--- src/rtl/sha_pkg.sv ---
// sha-256 hasher package: constants, round table, helper functions and shared types
// no dependencies
package sha_pkg;

    localparam int unsigned BlkBytes = 64;
    localparam int unsigned QDepth   = 4;
    localparam int unsigned QAw      = 2;

    typedef logic [31:0] t_word;

    typedef struct packed {
        logic [7:0] data;
        logic       fin;
    } t_byte_item;

    typedef enum logic [2:0] {
        ST_LOAD,
        ST_ROUND,
        ST_ADD,
        ST_PAD,
        ST_LEN,
        ST_EMIT
    } t_state;

    function automatic t_word init_hash(input logic [2:0] i);
        t_word r;
        case (i)
            3'd0: r = 32'h6a09e667;
            3'd1: r = 32'hbb67ae85;
            3'd2: r = 32'h3c6ef372;
            3'd3: r = 32'ha54ff53a;
            3'd4: r = 32'h510e527f;
            3'd5: r = 32'h9b05688c;
            3'd6: r = 32'h1f83d9ab;
            default: r = 32'h5be0cd19;
        endcase
        return r;
    endfunction

    localparam t_word KTab [64] = '{
        32'h428a2f98, 32'h71374491, 32'hb5c0fbcf, 32'he9b5dba5,
        32'h3956c25b, 32'h59f111f1, 32'h923f82a4, 32'hab1c5ed5,
        32'hd807aa98, 32'h12835b01, 32'h243185be, 32'h550c7dc3,
        32'h72be5d74, 32'h80deb1fe, 32'h9bdc06a7, 32'hc19bf174,
        32'he49b69c1, 32'hefbe4786, 32'h0fc19dc6, 32'h240ca1cc,
        32'h2de92c6f, 32'h4a7484aa, 32'h5cb0a9dc, 32'h76f988da,
        32'h983e5152, 32'ha831c66d, 32'hb00327c8, 32'hbf597fc7,
        32'hc6e00bf3, 32'hd5a79147, 32'h06ca6351, 32'h14292967,
        32'h27b70a85, 32'h2e1b2138, 32'h4d2c6dfc, 32'h53380d13,
        32'h650a7354, 32'h766a0abb, 32'h81c2c92e, 32'h92722c85,
        32'ha2bfe8a1, 32'ha81a664b, 32'hc24b8b70, 32'hc76c51a3,
        32'hd192e819, 32'hd6990624, 32'hf40e3585, 32'h106aa070,
        32'h19a4c116, 32'h1e376c08, 32'h2748774c, 32'h34b0bcb5,
        32'h391c0cb3, 32'h4ed8aa4a, 32'h5b9cca4f, 32'h682e6ff3,
        32'h748f82ee, 32'h78a5636f, 32'h84c87814, 32'h8cc70208,
        32'h90befffa, 32'ha4506ceb, 32'hbef9a3f7, 32'hc67178f2
    };

    function automatic t_word rotr(input t_word x, input int unsigned n);
        return (x >> n) | (x << (32 - n));
    endfunction

endpackage

--- src/rtl/sha_in_queue.sv ---
// front end: short byte queue between the input port and the compression engine
// depends on sha_pkg
module sha_in_queue (
    input  logic                i_clk,
    input  logic                i_rst_n,
    input  logic                i_push,
    input  sha_pkg::t_byte_item i_item,
    output logic                o_full,
    output logic                o_valid,
    output sha_pkg::t_byte_item o_item,
    input  logic                i_take
);
    sha_pkg::t_byte_item r_mem [sha_pkg::QDepth];
    logic [sha_pkg::QAw-1:0] r_wp, r_rp;
    logic [sha_pkg::QAw:0]   r_cnt;
    logic wr, rd;

    assign o_full  = (r_cnt == 3'(sha_pkg::QDepth));
    assign o_valid = (r_cnt != '0);
    assign o_item  = r_mem[r_rp];
    assign wr = i_push && !o_full;
    assign rd = i_take && o_valid;

    always_ff @(posedge i_clk) begin
        if (!i_rst_n) begin
            r_wp <= '0;
            r_rp <= '0;
            r_cnt <= '0;
        end else begin
            if (wr) r_wp <= r_wp + 1'b1;
            if (rd) r_rp <= r_rp + 1'b1;
            r_cnt <= r_cnt + (wr ? 1'b1 : 1'b0) - (rd ? 1'b1 : 1'b0);
        end
    end

    always_ff @(posedge i_clk) begin
        if (wr) r_mem[r_wp] <= i_item;
    end
endmodule

--- src/rtl/sha_core.sv ---
// back end: block packing, padding, 64-round compression and digest output
// depends on sha_pkg
module sha_core (
    input  logic                i_clk,
    input  logic                i_rst_n,
    input  logic                i_valid,
    input  sha_pkg::t_byte_item i_item,
    output logic                o_take,
    output logic                o_empty,
    input  logic                i_pop,
    output logic [31:0]         o_digest_word,
    output logic [2:0]          o_word_index,
    output logic                o_last_word
);
    sha_pkg::t_state r_st, n_st;
    sha_pkg::t_word  r_w [16];
    sha_pkg::t_word  r_h [8];
    sha_pkg::t_word  r_v [8];
    logic [60:0] r_cnt;
    logic [5:0]  r_pos;
    logic [5:0]  r_rnd;
    logic        r_fin;     // padding pending after this compression
    logic        r_lenblk;  // 0x80 marker placed; held until the digest is read
    logic [2:0]  r_oi;

    logic   take_byte, do_pad, do_len, start_comp;
    logic [7:0] wb;
    sha_pkg::t_word s0, s1, wnew, e1, ch, a0, mj, t1, t2;
    logic [63:0] bits;

    assign bits = {r_cnt, 3'b000};
    assign o_empty = (r_st != sha_pkg::ST_EMIT);
    assign o_digest_word = r_h[r_oi];
    assign o_word_index = r_oi;
    assign o_last_word = (r_oi == 3'd7);

    always_comb begin
        s0 = sha_pkg::rotr(r_w[1], 7) ^ sha_pkg::rotr(r_w[1], 18) ^ (r_w[1] >> 3);
        s1 = sha_pkg::rotr(r_w[14], 17) ^ sha_pkg::rotr(r_w[14], 19) ^ (r_w[14] >> 10);
        wnew = r_w[0] + s0 + r_w[9] + s1;
        e1 = sha_pkg::rotr(r_v[4], 6) ^ sha_pkg::rotr(r_v[4], 11) ^ sha_pkg::rotr(r_v[4], 25);
        ch = (r_v[4] & r_v[5]) ^ (~r_v[4] & r_v[6]);
        t1 = r_v[7] + e1 + ch + sha_pkg::KTab[r_rnd] + r_w[0];
        a0 = sha_pkg::rotr(r_v[0], 2) ^ sha_pkg::rotr(r_v[0], 13) ^ sha_pkg::rotr(r_v[0], 22);
        mj = (r_v[0] & r_v[1]) ^ (r_v[0] & r_v[2]) ^ (r_v[1] & r_v[2]);
        t2 = a0 + mj;
    end

    always_comb begin
        n_st = r_st;
        take_byte = 1'b0;
        do_pad = 1'b0;
        do_len = 1'b0;
        start_comp = 1'b0;
        wb = i_item.data;
        case (r_st)
            sha_pkg::ST_LOAD: begin
                take_byte = i_valid;
                if (i_valid && (r_pos == 6'd63)) begin
                    start_comp = 1'b1;
                    n_st = sha_pkg::ST_ROUND;
                end else if (i_valid && i_item.fin) begin
                    n_st = sha_pkg::ST_PAD;
                end
            end
            sha_pkg::ST_PAD: begin
                // 0x80 then zero fill, one byte per cycle
                do_pad = 1'b1;
                wb = r_lenblk ? 8'h00 : 8'h80;
                if (r_pos == 6'd63) begin
                    start_comp = 1'b1;
                    n_st = sha_pkg::ST_ROUND;
                end else if (r_pos == 6'd55 && !(r_lenblk && r_pos == 6'd0)) begin
                    n_st = sha_pkg::ST_LEN;
                end
            end
            sha_pkg::ST_LEN: begin
                do_len = 1'b1;
                start_comp = 1'b1;
                n_st = sha_pkg::ST_ROUND;
            end
            sha_pkg::ST_ROUND: begin
                if (r_rnd == 6'd63) n_st = sha_pkg::ST_ADD;
            end
            sha_pkg::ST_ADD: begin
                if (r_fin) n_st = sha_pkg::ST_PAD;
                else if (r_lenblk) n_st = sha_pkg::ST_EMIT;
                else n_st = sha_pkg::ST_LOAD;
            end
            sha_pkg::ST_EMIT: begin
                if (i_pop && r_oi == 3'd7) n_st = sha_pkg::ST_LOAD;
            end
            default: n_st = sha_pkg::ST_LOAD;
        endcase
    end
    assign o_take = take_byte;

    always_ff @(posedge i_clk) begin
        if (!i_rst_n) begin
            r_st <= sha_pkg::ST_LOAD;
            r_cnt <= '0;
            r_pos <= '0;
            r_rnd <= '0;
            r_fin <= 1'b0;
            r_lenblk <= 1'b0;
            r_oi <= '0;
            for (int i = 0; i < 8; i++) r_h[i] <= sha_pkg::init_hash(3'(i));
        end else begin
            r_st <= n_st;
            if (take_byte) begin
                r_cnt <= r_cnt + 61'd1;
                r_pos <= r_pos + 6'd1;
                if (i_item.fin) r_fin <= 1'b1;
            end
            if (do_pad) begin
                r_pos <= r_pos + 6'd1;
                if (!r_lenblk) r_lenblk <= 1'b1;   // 0x80 placed
            end
            if (do_len) begin
                r_pos <= '0;
                r_fin <= 1'b0;
            end
            if (do_pad && r_pos == 6'd63) begin
                // length goes into a fresh block
                r_fin <= 1'b1;
            end
            if (r_st == sha_pkg::ST_ROUND) r_rnd <= r_rnd + 6'd1;
            if (r_st == sha_pkg::ST_ADD) begin
                r_rnd <= '0;
                for (int i = 0; i < 8; i++) r_h[i] <= r_h[i] + r_v[i];
            end
            if (r_st == sha_pkg::ST_EMIT && i_pop) begin
                r_oi <= r_oi + 3'd1;
                if (r_oi == 3'd7) begin
                    for (int i = 0; i < 8; i++) r_h[i] <= sha_pkg::init_hash(3'(i));
                    r_cnt <= '0;
                    r_pos <= '0;
                    r_fin <= 1'b0;
                    r_lenblk <= 1'b0;
                end
            end
        end
    end

    // message words: byte packing and length insertion, then a shifting 16-word schedule window
    always_ff @(posedge i_clk) begin
        if (take_byte || do_pad) begin
            case (r_pos[1:0])
                2'd0: r_w[r_pos[5:2]] <= {wb, 24'h0};
                2'd1: r_w[r_pos[5:2]][23:16] <= wb;
                2'd2: r_w[r_pos[5:2]][15:8] <= wb;
                default: r_w[r_pos[5:2]][7:0] <= wb;
            endcase
        end
        if (do_len) begin
            r_w[14] <= bits[63:32];
            r_w[15] <= bits[31:0];
        end
        if (r_st == sha_pkg::ST_ROUND) begin
            for (int i = 0; i < 15; i++) r_w[i] <= r_w[i+1];
            r_w[15] <= wnew;
        end
    end

    always_ff @(posedge i_clk) begin
        if (start_comp) begin
            for (int i = 0; i < 8; i++) r_v[i] <= r_h[i];
        end else if (r_st == sha_pkg::ST_ROUND) begin
            r_v[7] <= r_v[6];
            r_v[6] <= r_v[5];
            r_v[5] <= r_v[4];
            r_v[4] <= r_v[3] + t1;
            r_v[3] <= r_v[2];
            r_v[2] <= r_v[1];
            r_v[1] <= r_v[0];
            r_v[0] <= t1 + t2;
        end
    end
endmodule

--- src/rtl/sha256_message_hasher.sv ---
// sha-256 message hasher top level: input byte queue and compression back end
// depends on sha_pkg, sha_in_queue, sha_core
//
// usage:
//  input channel: push a message byte with i_push while o_full is low; set
//  i_final_byte on the last byte of the message.
//  result channel: while o_empty is low the next digest word is shown with
//  its index; i_pop takes it. eight words follow each final byte.
//  a four-entry queue takes bytes while the engine compresses, so a byte is
//  taken per cycle until the queue fills.
//  a full block is loaded byte by byte, then compressed by the rounds and the
//  chaining add (one round per cycle in the single round unit); padding adds
//  zero fill and one or two compressions.
//  while digest words wait unpopped the engine holds and the queue fills.
//  synchronous reset empties the queue, reloads the initial hash and clears
//  the byte count; no clearing pass is needed.
module sha256_message_hasher (
    input  logic        i_clk,
    input  logic        i_rst_n,
    input  logic        i_push,
    output logic        o_full,
    input  logic [7:0]  i_message_byte,
    input  logic        i_final_byte,
    output logic        o_empty,
    input  logic        i_pop,
    output logic [31:0] o_digest_word,
    output logic [2:0]  o_word_index,
    output logic        o_last_word
);
    sha_pkg::t_byte_item in_item, q_item;
    logic q_valid, q_take;

    assign in_item.data = i_message_byte;
    assign in_item.fin  = i_final_byte;

    sha_in_queue u_queue (
        .i_clk(i_clk), .i_rst_n(i_rst_n), .i_push(i_push), .i_item(in_item),
        .o_full(o_full), .o_valid(q_valid), .o_item(q_item), .i_take(q_take)
    );

    sha_core u_core (
        .i_clk(i_clk), .i_rst_n(i_rst_n), .i_valid(q_valid), .i_item(q_item),
        .o_take(q_take), .o_empty(o_empty), .i_pop(i_pop),
        .o_digest_word(o_digest_word), .o_word_index(o_word_index),
        .o_last_word(o_last_word)
    );

`ifndef SYNTH
    a_idx_step: assert property (@(posedge i_clk) disable iff (!i_rst_n)
        (!o_empty && i_pop && !o_last_word) |=> (o_word_index == $past(o_word_index) + 3'd1))
        else $error("digest index did not advance");
    a_hold: assert property (@(posedge i_clk) disable iff (!i_rst_n)
        (!o_empty && !i_pop) |=> (!o_empty && $stable(o_digest_word)))
        else $error("stalled digest word changed");
    a_no_take: assert property (@(posedge i_clk) disable iff (!i_rst_n)
        !o_empty |-> !q_take)
        else $error("byte taken during digest output");
`endif
endmodule
--- config.mk ---
export PLATFORM = sky130hd
export DESIGN_NAME = sha256_message_hasher
export DESIGN_NICKNAME = d
export VERILOG_FILES = /design/src/rtl/sha_pkg.sv /design/src/rtl/sha_in_queue.sv /design/src/rtl/sha_core.sv /design/src/rtl/sha256_message_hasher.sv
export SDC_FILE = /design/constraint.sdc
export NUM_CORES = 2
export LEC_CHECK = 0
export BUFFER_PORTS_ARGS = -buffer_cell sky130_fd_sc_hd__clkbuf_2
export CORE_ASPECT_RATIO = 1.5
export CORE_MARGIN = 2
export CORE_UTILIZATION = 40
export CTS_CLUSTER_DIAMETER = 100
export DETAILED_ROUTE_END_ITERATION = 8
export RECOVER_POWER = 25
export SYNTH_ARGS = -nofsm -noshare
export SYNTH_HDL_FRONTEND = slang
export SYNTH_SLANG_ARGS = --single-unit
--- constraint.sdc ---
create_clock -name i_clk -period 28.6 [get_ports i_clk]
set_input_delay 4.29 -clock i_clk [delete_from_list [all_inputs] [get_ports i_clk]]
set_output_delay 4.29 -clock i_clk [all_outputs]
set_load 0.005 [all_outputs]
Yosys cells after proc, flatten, opt, wreduce, memory -nomap -nowiden --
Memory sizes are Yosys's and may differ from the RTL's. A register that Yosys moved wholly into a read port is not among the register bits. Cells that the tools add are included.
Cells by class: bitwise operators 58, order comparisons 1, reduce and logical (&&, ||, !) cells 20, multiplexer cells 136, equality and inequality tests 17, add/sub/neg operators 26
Operator list (count):
- 32-bit two-way mux | 61
- 32-bit adder | 18
- 32-bit XOR | 9
- 61-bit two-way mux | 3
- 32-bit bitwise AND | 5
- 61-bit by 1-bit adder with 61-bit output, second input constant | 1
- 1-bit two-way mux | 46
- 8-bit two-way mux | 5
- 32-bit inverter | 1
- 10-bit by 32-bit OR with 32-bit output | 1
- 13-bit by 32-bit OR with 32-bit output | 1
- 14-bit by 32-bit OR with 32-bit output | 1
- 15-bit by 32-bit OR with 32-bit output | 1
- 19-bit by 32-bit OR with 32-bit output | 1
- 21-bit by 32-bit OR with 32-bit output | 1
- 25-bit by 32-bit OR with 32-bit output | 1
- 26-bit by 32-bit OR with 32-bit output | 1
- 30-bit by 32-bit OR with 32-bit output | 1
- 7-bit by 32-bit OR with 32-bit output | 1
- 32-bit OR reduction | 1
- 32-bit by 22-bit XOR with 32-bit output | 1
- 32-bit by 29-bit XOR with 32-bit output | 1
- 3-bit two-way mux | 10
- 6-bit two-way mux | 5
- other kinds (32) | 81
Storage, ports and cells: flip-flop bits (word level) 88, input port bits 13, memories kept 5, output and inout port bits 38, memory bits (writable) 1060, ROM bits 2048, logic and storage cells 273
Memories:
- (name not given) | depth 64, bits a word 32, rd ports 1, clocked after memory_dff 0, wr ports 0, line sha_core.sv:43 | t1 = r_v[7] + e1 + ch + sha_pkg::KTab[r_rnd] + r_w[0];
- u_core.r_w | depth 16, bits a word 32, rd ports 16, clocked after memory_dff 0, wr ports 16, line sha_core.sv:16 | sha_pkg::t_word r_w [16];
- u_core.r_h | depth 8, bits a word 32, rd ports 9, clocked after memory_dff 1, wr ports 8, line sha_core.sv:17 | sha_pkg::t_word r_h [8];
- u_core.r_v | depth 8, bits a word 32, rd ports 8, clocked after memory_dff 0, wr ports 8, line sha_core.sv:18 | sha_pkg::t_word r_v [8];
- u_queue.r_mem | depth 4, bits a word 9, rd ports 1, clocked after memory_dff 1, wr ports 1, line sha_in_queue.sv:13 | sha_pkg::t_byte_item r_mem [sha_pkg::QDepth];

Depth between registers and ports, before layout --
An unclocked memory read counts as a cell.
word-level depth 10, gate-level depth with buffers 39, gate-level depth less buffers 38

Hierarchy --
A second synthesis with hierarchy kept.
Unflattened totals: cells, all modules 7266, area total of the unflattened synthesis 74325.0 um2
By module, submodules not included:
- sha_core | cells an instance 7170, seq. area each 31149.9 um2, instances 1, area each 72544.6 um2
- sha_in_queue | cells an instance 96, seq. area each 1261.2 um2, instances 1, area each 1780.5 um2

Worst setup path before layout --
Ideal clock, no wire load.
path type reg2reg, start point reg u_core.r_pos[2], end point mem u_core.r_v[0][0] (netlist name), enable pin, library setup time 1.227 ns, required time 27.373 ns, cell stages (with the launch flop) 7, setup slack 8.422 ns, clock period less this slack 20.178 ns, buffers on the path 1, data arrival time 18.951 ns, cell sequence dfxtp_1 -> and2_1 -> clkbuf_1 -> nand4_1 -> a21oi_1 -> nor2_1 -> o21ai_0
RTL lines:
- start, declared | line sha_core.sv:20 | logic [5:0] r_pos;
- start signal, assigned | line sha_core.sv:112 | r_pos <= r_pos + 6'd1;
- start signal, assigned | line sha_core.sv:116 | r_pos <= r_pos + 6'd1;
- end, declared | line sha_core.sv:18

==> key figures <==
STA
  • Clock skew: 0.0649 ns
  • Worst Tran Pin Value: 9.74 ns
  • Final hold vios: 0
  • Min cycle time layout: 13.71 ns
  • Fmax: 0.0730 GHz
  • RSZ-0062 raised after global routing: false
  • Pins over their slew limit: 744
  • Setup TNS: 0 ns
  • Period Utilization, post-route: 0.479
  • Worst slew margin: -5.49
  • Hold slack final: around 0.49 ns
  • Final setup fails: 0
  • Worst setup margin: around 15 ns

Layout
  • Final instance area: 0.0825 sq mm
  • Layout cell share with drive strength beyond 1: 0.0703
  • Most frequent cells in the layout: 1058 x nand2_1, 932 x edfxtp_1, 633 x a21o_1
  • Nets@finish: 7964
  • P&R area growth vs syn: 8.98%
  • Most common cell after layout, fill and taps aside: nand2_1

Routing
  • Vias/cell: just under 6
  • Initial DRC Count: 4890
  • DR pass1 iterations: 6
  • Drt wl/cell: 27.5 um
  • Routed WL: between 200000 and 300000 um
  • Drc violations: 0
  • Via count: a little under 60000
  • Post-DRT Antenna Nets: 0

GRT
  • Antenna violations before repair: 3
  • GRT Overall Usage: 0.278
  • Vias in the first global route: 58849
  • Total gr overflow: 0
  • First-pass GRT wire length: 396000 um
  • Largest net degree at the start of global routing: roughly 210

Logic synthesis
  • Syn nets: 8109
  • Mapped Cells: 7493
  • Post-Syn Area: ~0.076 sq mm
  • Mapped Avg Cell Area: ~10 sq um
  • Synth Flop Type: edfxtp_1
  • Seq cells post-synth: 1153
  • Post-synth cell types: 109
  • Post-synth EDFFs: 932
  • Sequential area share after synthesis: 0.428
  • Yosys warning count: 0
  • Asr flop ratio synth: 0

Clock tree
  • Clock Pin Slew Worst Setup and Hold Paths: 0.07 ns
  • H-tree depth: 3
  • CTS Buffer Depth: 3
  • CTS root buf: clkbuf_16
  • Clk_lat worst skew: 0.81 ns
  • Post-cts sizing count: 0
  • Cts bufs inserted: 119
  • Cts hold-fix bufs: 0
  • Post-CTS setup buffers: 0
  • Clock sinks: 1153
  • CTS tree: yes

Critical path
  • Crit path DAT: 14.27 ns
  • Crit end category: flop
  • Required time worst endpoint: 29.16 ns
  • Worst r2r src: u_core.r_st[0]$_SDFFE_PN0P_
  • Worst Setup SP: u_core.r_st[0]$_SDFFE_PN0P_
  • Reg2reg setup slack: 14.89 ns
  • Reg2Reg Depth: 7
  • Crit Path Max Fanout: 204
  • Worst setup path category: flop to flop
  • FF-to-FF End: u_core.r_w[15][16]$_DFFE_PP_
  • Startpoint types: flop

Outcome
  • Status: finished, violations left
  • Failing checks: max-capacitance violations, max-slew violations

Worst hold path
  • Hold crit path type: flop to flop
  • HP Start: u_core.r_h[4][16]$_SDFFE_PP0P_
  • Hold path depth: 2
  • Hold Path Sink: u_core.r_h[4][16]$_SDFFE_PP0P_

Place
  • Post-detail-place hpwl: 205000 um
  • Routability-driven placement congestion ratio: 1.01
  • IO buf count: 50
  • DP Area: 0.0784 sq mm
  • Setup slack at placement: 18.52 ns

Job
  • # Max-Cap Violations: 8

Die
  • Cell Rows: 195
  • Initial Util: 0.402
  • Core area: 0.188 sq mm
  • Total die area: 0.193 sq mm
  • Die Wd: 359 um
  • IO Count: 51
  • Chip height: between 500 and 600 um
cell families (layout without fill, tap and decap cells):
logic type / count (synthesis) / after routing / share of synthesized area
other: 0 / 2 / 0
buffers and inverters: 793 / 754 / 0.0394
multiplexers: 179 / 179 / 0.0374
adder cells (fa/ha/maj): 606 / 606 / 0.120
AO/OA/AOI/OAI: 2039 / 2039 / 0.179
flip-flops: 1153 / 1153 / 0.428
XOR/XNOR: 600 / 600 / 0.0696
AND/OR/NAND/NOR: 2123 / 2123 / 0.127
worst max-delay path, stage by stage, from the launching register on:
cell and delay (ns):
dfxtp_1 0.53, nand2b_1 0.33, nor2_1 0.29, clkbuf_1 2.91, clkbuf_1 7.01, buf_4 1.61, a221oi_1 0.20, o21ai_1 0.32
worst max-delay path by stage:
| stage | to | slack (ns) | depth (start not counted) |
|---|---|---|---|
| finish | u_core.r_w[15][16]$_DFFE_PP_ | 14.89 | 7 |
| detailed placement | u_core.r_v[0][31]$_DFFE_PP_ | 18.52 | 33 |
| CTS | u_core.r_v[0][31]$_DFFE_PP_ | 18.48 | 36 |
| global placement | u_core.r_v[0][31]$_DFFE_PP_ | 18.62 | 36 |
| floorplan | u_core.r_v[0][0]$_DFFE_PP_ | 8.42 | 6 |
| global route | u_core.r_w[15][16]$_DFFE_PP_ | 13.97 | 7 |
cells in the mapped netlist (all sizes together) (41+ instances only):
| cell type | instances | area share |
|---|---|---|
| and3 | 80 | 0.0066 |
| xnor2 | 366 | 0.042 |
| a211oi | 56 | 0.0056 |
| nor2 | 386 | 0.019 |
| a221o | 41 | 0.0054 |
| a31oi | 46 | 0.0038 |
| o21ai | 455 | 0.030 |
| o21bai | 41 | 0.0041 |
| o211ai | 45 | 0.0045 |
| xor2 | 234 | 0.027 |
| edfxtp | 932 | 0.37 |
| a21o | 633 | 0.063 |
| or3 | 43 | 0.0036 |
| ha | 407 | 0.067 |
| and2 | 44 | 0.0036 |
| nand3 | 131 | 0.0087 |
| clkbuf | 386 | 0.019 |
| buf | 50 | 0.0026 |
| fa | 196 | 0.052 |
| mux4 | 79 | 0.024 |
| a21oi | 419 | 0.028 |
| mux2i | 58 | 0.0077 |
| nor2b | 66 | 0.0055 |
| nand2 | 1060 | 0.053 |
| inv | 355 | 0.018 |
| mux2 | 42 | 0.0063 |
| nor3 | 113 | 0.0076 |
| dfxtp | 221 | 0.058 |
| nand2b | 53 | 0.0044 |
| o21a | 51 | 0.0051 |
state kept, by name, summed over array words and instances (netlist names), 2 cells and up, named ones only:
register	cells
u_core.r_w	512
u_core.r_h	256
u_core.r_v	256
u_core.r_cnt	61
u_queue.r_mem	36
u_core.r_pos	6
u_core.r_rnd	6
u_core.o_word_index	3
u_core.r_st	3
u_queue.r_cnt	3
u_queue.r_rp	2
u_queue.r_wp	2
area by class of cell:
class	instances	area, sq um
inverters	357	1340
clock buffers	132	3070
clock inverters	95	1220
diodes	2	5.00
well taps	2462	3080
fillers	17730	106000
flip-flops and latches	1153	32400
multi-input cells	5547	40300
repair buffers	170	1020
metal layers:
| metal | vias to the layer above | routed length [um] | global-route usage |
|---|---|---|---|
| li1 | 26591 | - | - |
| met1 | 29062 | 99000 | 0.303 |
| met2 | 1954 | 138000 | 0.499 |
| met3 | 709 | 12600 | 0.0300 |
| met4 | 2 | 23400 | 0.209 |
| met5 | - | 16 | 0 |
stage by stage:
stage	instances	utilization
after floorplan	7493	-
after global placement	9689	0.417
after detailed placement	9689	0.417
after CTS	9916	0.439
after global routing	9917	0.438
final	9918	0.438
Power is left out: the tool's default activity adds up to more than one toggle a clock period on the data nets, which glitch-free logic cannot reach.
